### src/rtl/slir_pkg.sv
// Shared types, codes and constants for the sorted insertion list.
package slir_pkg;

	localparam int VALUE_BITS   = 32;
	localparam int COUNT_BITS   = 5;
	localparam int STATUS_BITS  = 2;
	localparam int CAPACITY_DEF = 16;

	localparam logic OP_INSERT = 1'b0;
	localparam logic OP_REMOVE = 1'b1;

	localparam logic [STATUS_BITS-1:0] ST_DONE      = 2'd0;
	localparam logic [STATUS_BITS-1:0] ST_NOT_FOUND = 2'd1;
	localparam logic [STATUS_BITS-1:0] ST_FULL      = 2'd2;

	// Request transaction.
	typedef struct packed {
		logic                         op;
		logic signed [VALUE_BITS-1:0] value;
	} slir_in_t;

	// Response transaction.
	typedef struct packed {
		logic [STATUS_BITS-1:0] status;
		logic [COUNT_BITS-1:0]  count;
	} slir_out_t;

	// Commands from the controller to the datapath.
	typedef struct packed {
		logic                   start;
		logic                   read;
		logic                   shift;
		logic                   place;
		logic                   rem_step;
		logic                   dec;
		logic                   emit;
		logic [STATUS_BITS-1:0] code;
	} slir_cmd_t;

	// Status from the datapath to the controller.
	typedef struct packed {
		logic op;
		logic full;
		logic empty;
		logic pos_zero;
		logic pos_last;
		logic ge;
		logic hit;
		logic found;
		logic out_free;
	} slir_stat_t;

endpackage

### src/rtl/slir_ctrl.sv
// Controller state machine that sequences inserts and removes over the entry memory.
module slir_ctrl (
	input  logic                    clk,
	input  logic                    arst_n,
	input  logic                    req_valid,
	output logic                    req_stall,
	input  slir_pkg::slir_stat_t    stat,
	output slir_pkg::slir_cmd_t     cmd
);
	import slir_pkg::*;

	localparam logic [2:0] S_IDLE = 3'd0;
	localparam logic [2:0] S_CHK  = 3'd1;
	localparam logic [2:0] S_RD   = 3'd2;
	localparam logic [2:0] S_EV   = 3'd3;
	localparam logic [2:0] S_FIN  = 3'd4;

	logic [2:0]             state_q, state_d;
	logic [STATUS_BITS-1:0] code_q, code_d;

	// A new request is taken only when no transaction is in progress.
	assign req_stall = (state_q != S_IDLE);

	// Next state and command decode.
	always_comb begin
		state_d = state_q;
		code_d  = code_q;
		cmd     = '0;
		cmd.code = code_q;
		case (state_q)
			S_IDLE: begin
				if (req_valid) begin
					cmd.start = 1'b1;
					state_d   = S_CHK;
				end
			end
			S_CHK: begin
				if (stat.op == OP_INSERT) begin
					if (stat.full) begin
						code_d  = ST_FULL;
						state_d = S_FIN;
					end else if (stat.pos_zero) begin
						cmd.place = 1'b1;
						code_d    = ST_DONE;
						state_d   = S_FIN;
					end else begin
						state_d = S_RD;
					end
				end else begin
					if (stat.empty) begin
						code_d  = ST_NOT_FOUND;
						state_d = S_FIN;
					end else begin
						state_d = S_RD;
					end
				end
			end
			S_RD: begin
				cmd.read = 1'b1;
				state_d  = S_EV;
			end
			S_EV: begin
				if (stat.op == OP_INSERT) begin
					// Entries not less than the new value move up one slot.
					if (stat.ge) begin
						cmd.shift = 1'b1;
						state_d   = S_CHK;
					end else begin
						cmd.place = 1'b1;
						code_d    = ST_DONE;
						state_d   = S_FIN;
					end
				end else begin
					cmd.rem_step = 1'b1;
					if (stat.pos_last) begin
						cmd.dec = stat.found | stat.hit;
						code_d  = (stat.found | stat.hit) ? ST_DONE : ST_NOT_FOUND;
						state_d = S_FIN;
					end else begin
						state_d = S_RD;
					end
				end
			end
			S_FIN: begin
				if (stat.out_free) begin
					cmd.emit = 1'b1;
					state_d  = S_IDLE;
				end
			end
			default: begin
				state_d = S_IDLE;
			end
		endcase
	end

	// State registers.
	always_ff @(posedge clk or negedge arst_n) begin
		if (!arst_n) begin
			state_q <= S_IDLE;
			code_q  <= ST_DONE;
		end else begin
			state_q <= state_d;
			code_q  <= code_d;
		end
	end

endmodule

### src/rtl/slir_dp.sv
// Datapath: entry memory, count, scan position and the response register.
module slir_dp #(
	parameter int CAPACITY = slir_pkg::CAPACITY_DEF
) (
	input  logic                  clk,
	input  logic                  arst_n,
	input  slir_pkg::slir_in_t    req_data,
	input  slir_pkg::slir_cmd_t   cmd,
	output slir_pkg::slir_stat_t  stat,
	output logic                  rsp_valid,
	input  logic                  rsp_stall,
	output slir_pkg::slir_out_t   rsp_data
);
	import slir_pkg::*;

	localparam int CW = $clog2(CAPACITY + 1);
	localparam int AW = $clog2(CAPACITY);

	logic signed [VALUE_BITS-1:0] mem [CAPACITY];
	logic signed [VALUE_BITS-1:0] val_q;
	logic signed [VALUE_BITS-1:0] rdata_q;
	logic                         op_q;
	logic                         found_q;
	logic [CW-1:0]                pos_q;
	logic [CW-1:0]                cnt_q;
	logic [CW-1:0]                pos_m1;
	logic [AW-1:0]                raddr;
	logic [AW-1:0]                waddr;
	logic signed [VALUE_BITS-1:0] wdata;
	logic                         we;
	logic                         rsp_valid_q;
	slir_out_t                    rsp_q;

	assign pos_m1 = pos_q - CW'(1);

	// Insert reads the slot below the target, remove reads the scan slot.
	assign raddr = (op_q == OP_INSERT) ? pos_m1[AW-1:0] : pos_q[AW-1:0];

	// Write port: upward shift or placement on insert, downward shift on remove.
	always_comb begin
		we    = cmd.shift | cmd.place | (cmd.rem_step & found_q);
		waddr = pos_q[AW-1:0];
		wdata = rdata_q;
		if (cmd.place) begin
			wdata = val_q;
		end
		if (cmd.rem_step) begin
			waddr = pos_m1[AW-1:0];
		end
	end

	// Entry memory with registered read data.
	always_ff @(posedge clk) begin
		if (we) begin
			mem[waddr] <= wdata;
		end
		if (cmd.read) begin
			rdata_q <= mem[raddr];
		end
	end

	// Request payload is held for the whole transaction.
	always_ff @(posedge clk) begin
		if (cmd.start) begin
			val_q <= req_data.value;
			op_q  <= req_data.op;
		end
	end

	// Scan position, match flag and entry count.
	always_ff @(posedge clk or negedge arst_n) begin
		if (!arst_n) begin
			pos_q   <= '0;
			found_q <= 1'b0;
			cnt_q   <= '0;
		end else begin
			if (cmd.start) begin
				pos_q   <= (req_data.op == OP_INSERT) ? cnt_q : '0;
				found_q <= 1'b0;
			end else if (cmd.shift) begin
				pos_q <= pos_m1;
			end else if (cmd.rem_step) begin
				pos_q <= pos_q + CW'(1);
				if (!found_q && (rdata_q == val_q)) begin
					found_q <= 1'b1;
				end
			end
			if (cmd.place) begin
				cnt_q <= cnt_q + CW'(1);
			end else if (cmd.dec) begin
				cnt_q <= cnt_q - CW'(1);
			end
		end
	end

	// Response register: loaded when the controller emits, cleared when taken.
	always_ff @(posedge clk or negedge arst_n) begin
		if (!arst_n) begin
			rsp_valid_q <= 1'b0;
		end else if (cmd.emit) begin
			rsp_valid_q <= 1'b1;
		end else if (!rsp_stall) begin
			rsp_valid_q <= 1'b0;
		end
	end

	always_ff @(posedge clk) begin
		if (cmd.emit) begin
			rsp_q.status <= cmd.code;
			rsp_q.count  <= COUNT_BITS'(cnt_q);
		end
	end

	assign rsp_valid = rsp_valid_q;
	assign rsp_data  = rsp_q;

	// Status back to the controller.
	always_comb begin
		stat.op       = op_q;
		stat.full     = (cnt_q == CW'(CAPACITY));
		stat.empty    = (cnt_q == '0);
		stat.pos_zero = (pos_q == '0);
		stat.pos_last = (pos_q == cnt_q - CW'(1));
		stat.ge       = (rdata_q >= val_q);
		stat.hit      = (rdata_q == val_q);
		stat.found    = found_q;
		stat.out_free = !rsp_valid_q || !rsp_stall;
	end

endmodule

### src/rtl/sorted_list_insert_remove.sv
// Top level of the sorted insertion list: controller plus datapath.
//
//   channel  dir  handshake              payload
//   req      in   req_valid / req_stall  req_data  (op, value)
//   rsp      out  rsp_valid / rsp_stall  rsp_data  (status, count)
//
// One request is processed at a time. An insert moves up each entry not less than the
// new value and places the value in the freed slot, straight from the check state when
// it lands at the head; a remove scans every stored entry. A refused insert or a remove
// from an empty list goes from the check state to the final state. Each entry visited
// passes a read state, where the entry memory, whose data is registered, is read, and
// an evaluate state; an insert also passes the check state per moved entry. Reset
// clears the count and the handshake state; entry contents are not reset.
// A held response does not block acceptance of the next request; the result
// waits in the final state until the response register is free.
module sorted_list_insert_remove #(
	parameter int CAPACITY = slir_pkg::CAPACITY_DEF
) (
	input  logic                 clk,
	input  logic                 arst_n,
	input  logic                 req_valid,
	output logic                 req_stall,
	input  slir_pkg::slir_in_t   req_data,
	output logic                 rsp_valid,
	input  logic                 rsp_stall,
	output slir_pkg::slir_out_t  rsp_data
);
	import slir_pkg::*;

	slir_cmd_t  cmd;
	slir_stat_t stat;

	// Sequencer.
	slir_ctrl u_ctrl (
		.clk       (clk),
		.arst_n    (arst_n),
		.req_valid (req_valid),
		.req_stall (req_stall),
		.stat      (stat),
		.cmd       (cmd)
	);

	// Storage and response path.
	slir_dp #(
		.CAPACITY (CAPACITY)
	) u_dp (
		.clk       (clk),
		.arst_n    (arst_n),
		.req_data  (req_data),
		.cmd       (cmd),
		.stat      (stat),
		.rsp_valid (rsp_valid),
		.rsp_stall (rsp_stall),
		.rsp_data  (rsp_data)
	);

`ifndef SYNTHESIS
	// An accepted request keeps the input side busy in the next cycle.
	a_busy_after_accept: assert property (@(posedge clk) disable iff (!arst_n)
		req_valid && !req_stall |=> req_stall)
		else $error("request side not busy after accepting a transaction");

	// The reported count never exceeds the capacity.
	a_count_bound: assert property (@(posedge clk) disable iff (!arst_n)
		rsp_valid |-> rsp_data.count <= COUNT_BITS'(CAPACITY))
		else $error("response count above capacity");

	// A full status is only reported with a full list.
	a_full_count: assert property (@(posedge clk) disable iff (!arst_n)
		rsp_valid && rsp_data.status == ST_FULL |-> rsp_data.count == COUNT_BITS'(CAPACITY))
		else $error("full status with a list that is not full");

	// Status codes stay within the defined set.
	a_status_code: assert property (@(posedge clk) disable iff (!arst_n)
		rsp_valid |-> rsp_data.status == ST_DONE || rsp_data.status == ST_NOT_FOUND
			|| rsp_data.status == ST_FULL)
		else $error("undefined response status");
`endif

endmodule
### config.mk
export PLATFORM = sky130hd
export DESIGN_NAME = sorted_list_insert_remove
export DESIGN_NICKNAME = d
export VERILOG_FILES = /design/src/rtl/slir_pkg.sv /design/src/rtl/slir_ctrl.sv /design/src/rtl/slir_dp.sv /design/src/rtl/sorted_list_insert_remove.sv
export SDC_FILE = /design/constraint.sdc
export NUM_CORES = 1
export LEC_CHECK = 0
export BUFFER_PORTS_ARGS = -buffer_cell sky130_fd_sc_hd__buf_2
export CORE_ASPECT_RATIO = 2
export CORE_UTILIZATION = 45
export DETAILED_ROUTE_END_ITERATION = 8
export GPL_ROUTABILITY_DRIVEN = 0
export PLACE_DENSITY = 0.6
export SYNTH_ARGS = -nofsm -noshare
export SYNTH_HDL_FRONTEND = slang
export SYNTH_SLANG_ARGS = --single-unit
### constraint.sdc
create_clock -name clk -period 10.4 [get_ports clk]
set_input_delay 0.52 -clock clk [delete_from_list [all_inputs] [get_ports clk]]
set_output_delay 0.52 -clock clk [all_outputs]
set_load 0.01 [all_outputs]
==> flow_summary.toml <==
[synthesis]
synth_top_family_by_area = "multiplexers"
yosysMostFrequentCell = "edfxtp_1"
synth_simple_gate_area_frac = 0.0312
async_reset_ff_frac = 0.0283
ys_seq_area_frac = 0.745
ys.flop_type = "edfxtp_1"
yosys.area_share.adder = 0.0192
yosysTopAreaCell = "edfxtp_1"
synth_edf_count = 584
ys_warn_count = 0
ys_ff_latch = 601
syn_inst = 1176
yosys-top-cells-area = "edfxtp_1 73%, mux4_2 15%, ha_1 1.9%"
synth.mux.area_fraction = 0.151
synth_common_cells = "584 x edfxtp_1, 160 x mux4_2, 55 x nand2_1"
syn_nets = 1250
synth_xor_area_frac = 0.00908
synth_top_area_share = 0.727
syn-mean-instance-area_um2 = 20.5
syn-cell-area_um2 = 24100
post_synth_num_cell_types = 61
synth_compound_area_frac = 0.0278

[status]
status = "finished with violations"
violations = "design-rule violations"

[timing]
finalHoldViolations = 0
setup_viol = 0
period_needed_ns = 4.57
rsz0062_at_grt = "no"
tightest_slew_ns = 1.03
min_period_over_period = 0.440
drv_slew = 0
max_slew_margin = 0.309
tns_ns = 0
fmax_mhz = 219
skew_ns = 0.0200
hold_slack_ns = 0.0861

[die]
ioPinCount = 46
die_x_um = 166
dieHeight_um = 329
core_um2 = 52700
start_util = 0.457
rows = 119
fp.dieArea_um2 = 54600

[setup_path]
crit_fanout = 45
path_class = "register to register"
cp-start-kind = "register"
worst_path_largest_cell_delay_ns = 0.60
worstPathArrival_ns = 4.83
cp_cell_sequence = "ha_1 > nand4_4 > nor4_2 > nor3b_2 > nor4_1 > nor2_4 > buf_4 > nand2_1 > o21ai_1"
crit_slowest_cell = "ha_1"
end_kind = "register"
crit_required_ns = 10.65

[drt]
drt_iter0_drc = 1069
routed_wl_um = 54100
firstDrtPassIters = 6
drc_errors = 6
wl_per_cell_um = 27.4
vias_per_cell = 5.87
drtAntennaViolNets = 0
vias = 11600

[grt]
antenna_found_initial = 0
grt_pass1_wl_um = 80400
grt_max_degree = 48
grtUsageTotal = 0.205
grt_overflow = 0
grt_pass1_vias = 12300

[final_layout]
antenna_cells = 0
multiInputGateArea_um2 = 5940
area_delta_synth_final_pct = 12.7
drive_gt1_frac = 0.280
fill_cells = 4262
regArea_um2 = 18000
final_nets = 1345
fin_cells = 1974
post-route-cell-area_um2 = 27200

[clock_tree]
clock_latency_ns = 0.61
htreeDepth = 2
cts_sinks = 601
root_buffer = "clkbuf_16"
numCtsBuffers = 51
clock_path_buffers = 3
cts_tree = "built"
path_clk_slew_ns = 0.07

[flow_run]
max_cap_viol_count = 0

[place]
placed_cell_area_um2 = 25500
portBuffers = 45
hpwlAfterDp_um = 30500
dp.cells = 1882

[power_and_ir_drop]
peakVddDrop_mv = 0.139
power.density_nw_per_um2 = 279
p_total_uw = 7590
p_leak_uw = 0.00886

[worst_hold_path]
hold_path.class = "primary input to register"
[state kept, by name, indices dropped and copies added (netlist names), 2 cells and up]
name,cells
u_dp.cnt_q,5
u_dp.pos_q,5
u_dp.val_q,32
u_dp.mem,512
u_ctrl.state_q,3
u_dp.rsp_data,7
u_ctrl.code_q,2
u_dp.rdata_q,32
[layout make-up]
type	count	share of cell area
clock inverter	33	0.0128
timing repair buffer	96	0.0225
inverter	40	0.00553
clock buffer	58	0.0487
tap	665	0.0306
multi-input combinational	481	0.219
sequential	601	0.661
[worst max-delay path: cells and delay by family, from the launching register on]
| kind | cells | cell delay, ns |
|---|---|---|
| adders and majority gates | 1 | 0.60 |
| buffers and inverters | 1 | 0.56 |
| and+or+nand+nor | 6 | 2.03 |
| DFF | 1 | 0.44 |
| AOI/OAI and AO/OA | 1 | 0.55 |
[through the flow]
| step | setup slack, ns | util |
|---|---|---|
| floorplan | 6.22 | - |
| global placement | 5.84 | 0.483 |
| detailed placement | 5.61 | 0.483 |
| CTS | 5.57 | 0.515 |
| global route | 5.49 | 0.515 |
| finish | 5.83 | 0.515 |
[logic make-up after synthesis]
group / count (synthesis)
DFF: 601
muxes: 164
and+or+nand+nor: 153
AOI/OAI and AO/OA: 105
buffers and inverters: 94
adders and majority gates: 37
xor gates and xnor gates: 22
[layout by cell type (no fill, tap or decap), types with 3 or more instances in the layout]
master,count
xor2_1,8
o31ai_1,3
nand2_1,55
nor2_1,19
nor2_4,19
o21ai_0,35
clkbuf_16,52
o31a_1,4
edfxtp_1,584
xnor2_1,9
bufinv_16,6
mux4_2,160
xnor2_2,3
o21ai_1,12
clkinv_1,12
nand4_1,5
dfrtp_1,17
nand2b_1,3
or3_1,5
buf_2,45
nand3_1,13
clkinvlp_4,5
ha_1,37
clkbuf_1,6
clkinv_2,3
buf_4,50
clkinv_4,4
nor3_1,7
a221oi_1,4
a21boi_0,3
a21oi_1,20
o211ai_1,5
nor4_1,4
nor2b_1,4
inv_1,39
[final timing paths]
| kind | startpoint | endpoint | slack (ns) | depth (start not counted) |
|---|---|---|---|---|
| worst max-delay path | u_dp.rdata_q[31] | u_dp.mem[5][24] | 5.83 | 9 |
| worst min-delay path | req_data[22] | u_dp.val_q[22] | 0.09 | 1 |
| worst max register to register | u_dp.rdata_q[31] | u_dp.mem[5][24] | 5.83 | 9 |
| worst min register to register | u_ctrl.code_q[1] | u_dp.rsp_data[6] | 0.45 | 0 |
| max in group asynchronous | arst_n | u_ctrl.code_q[1] | 9.73 | 2 |
| min in group asynchronous | arst_n | u_ctrl.code_q[0] | 0.38 | 2 |
[power breakdown]
part,internal [uW],switching (uW),leakage (uW)
logic,1080,1320,0.00257
registers,3150,113,0.00549
clock network,1070,862,0.000796
total,5300,2290,0.00886
[repair_timing]
item / CTS / global route
setup buffers: 0 / 0
hold buffers: 1 / 0
hold endpoints to repair: 17 / 0
resized for setup: 0 / 0
[layer usage]
| metal | routed length [um] | vias to the layer above | part of all wire | track usage |
|---|---|---|---|---|
| met2 | 29900 | 287 | 0.55 | 0.383 |
| met3 | 1770 | 92 | 0.033 | 0.0208 |
| met5 | 0 | - | 0 | 0 |
| met1 | 20900 | 6198 | 0.39 | 0.248 |
| li1 | - | 5002 | - | - |
| met4 | 1540 | 0 | 0.029 | 0.0697 |
No activity file was read; power rests on OpenSTA's default activity.
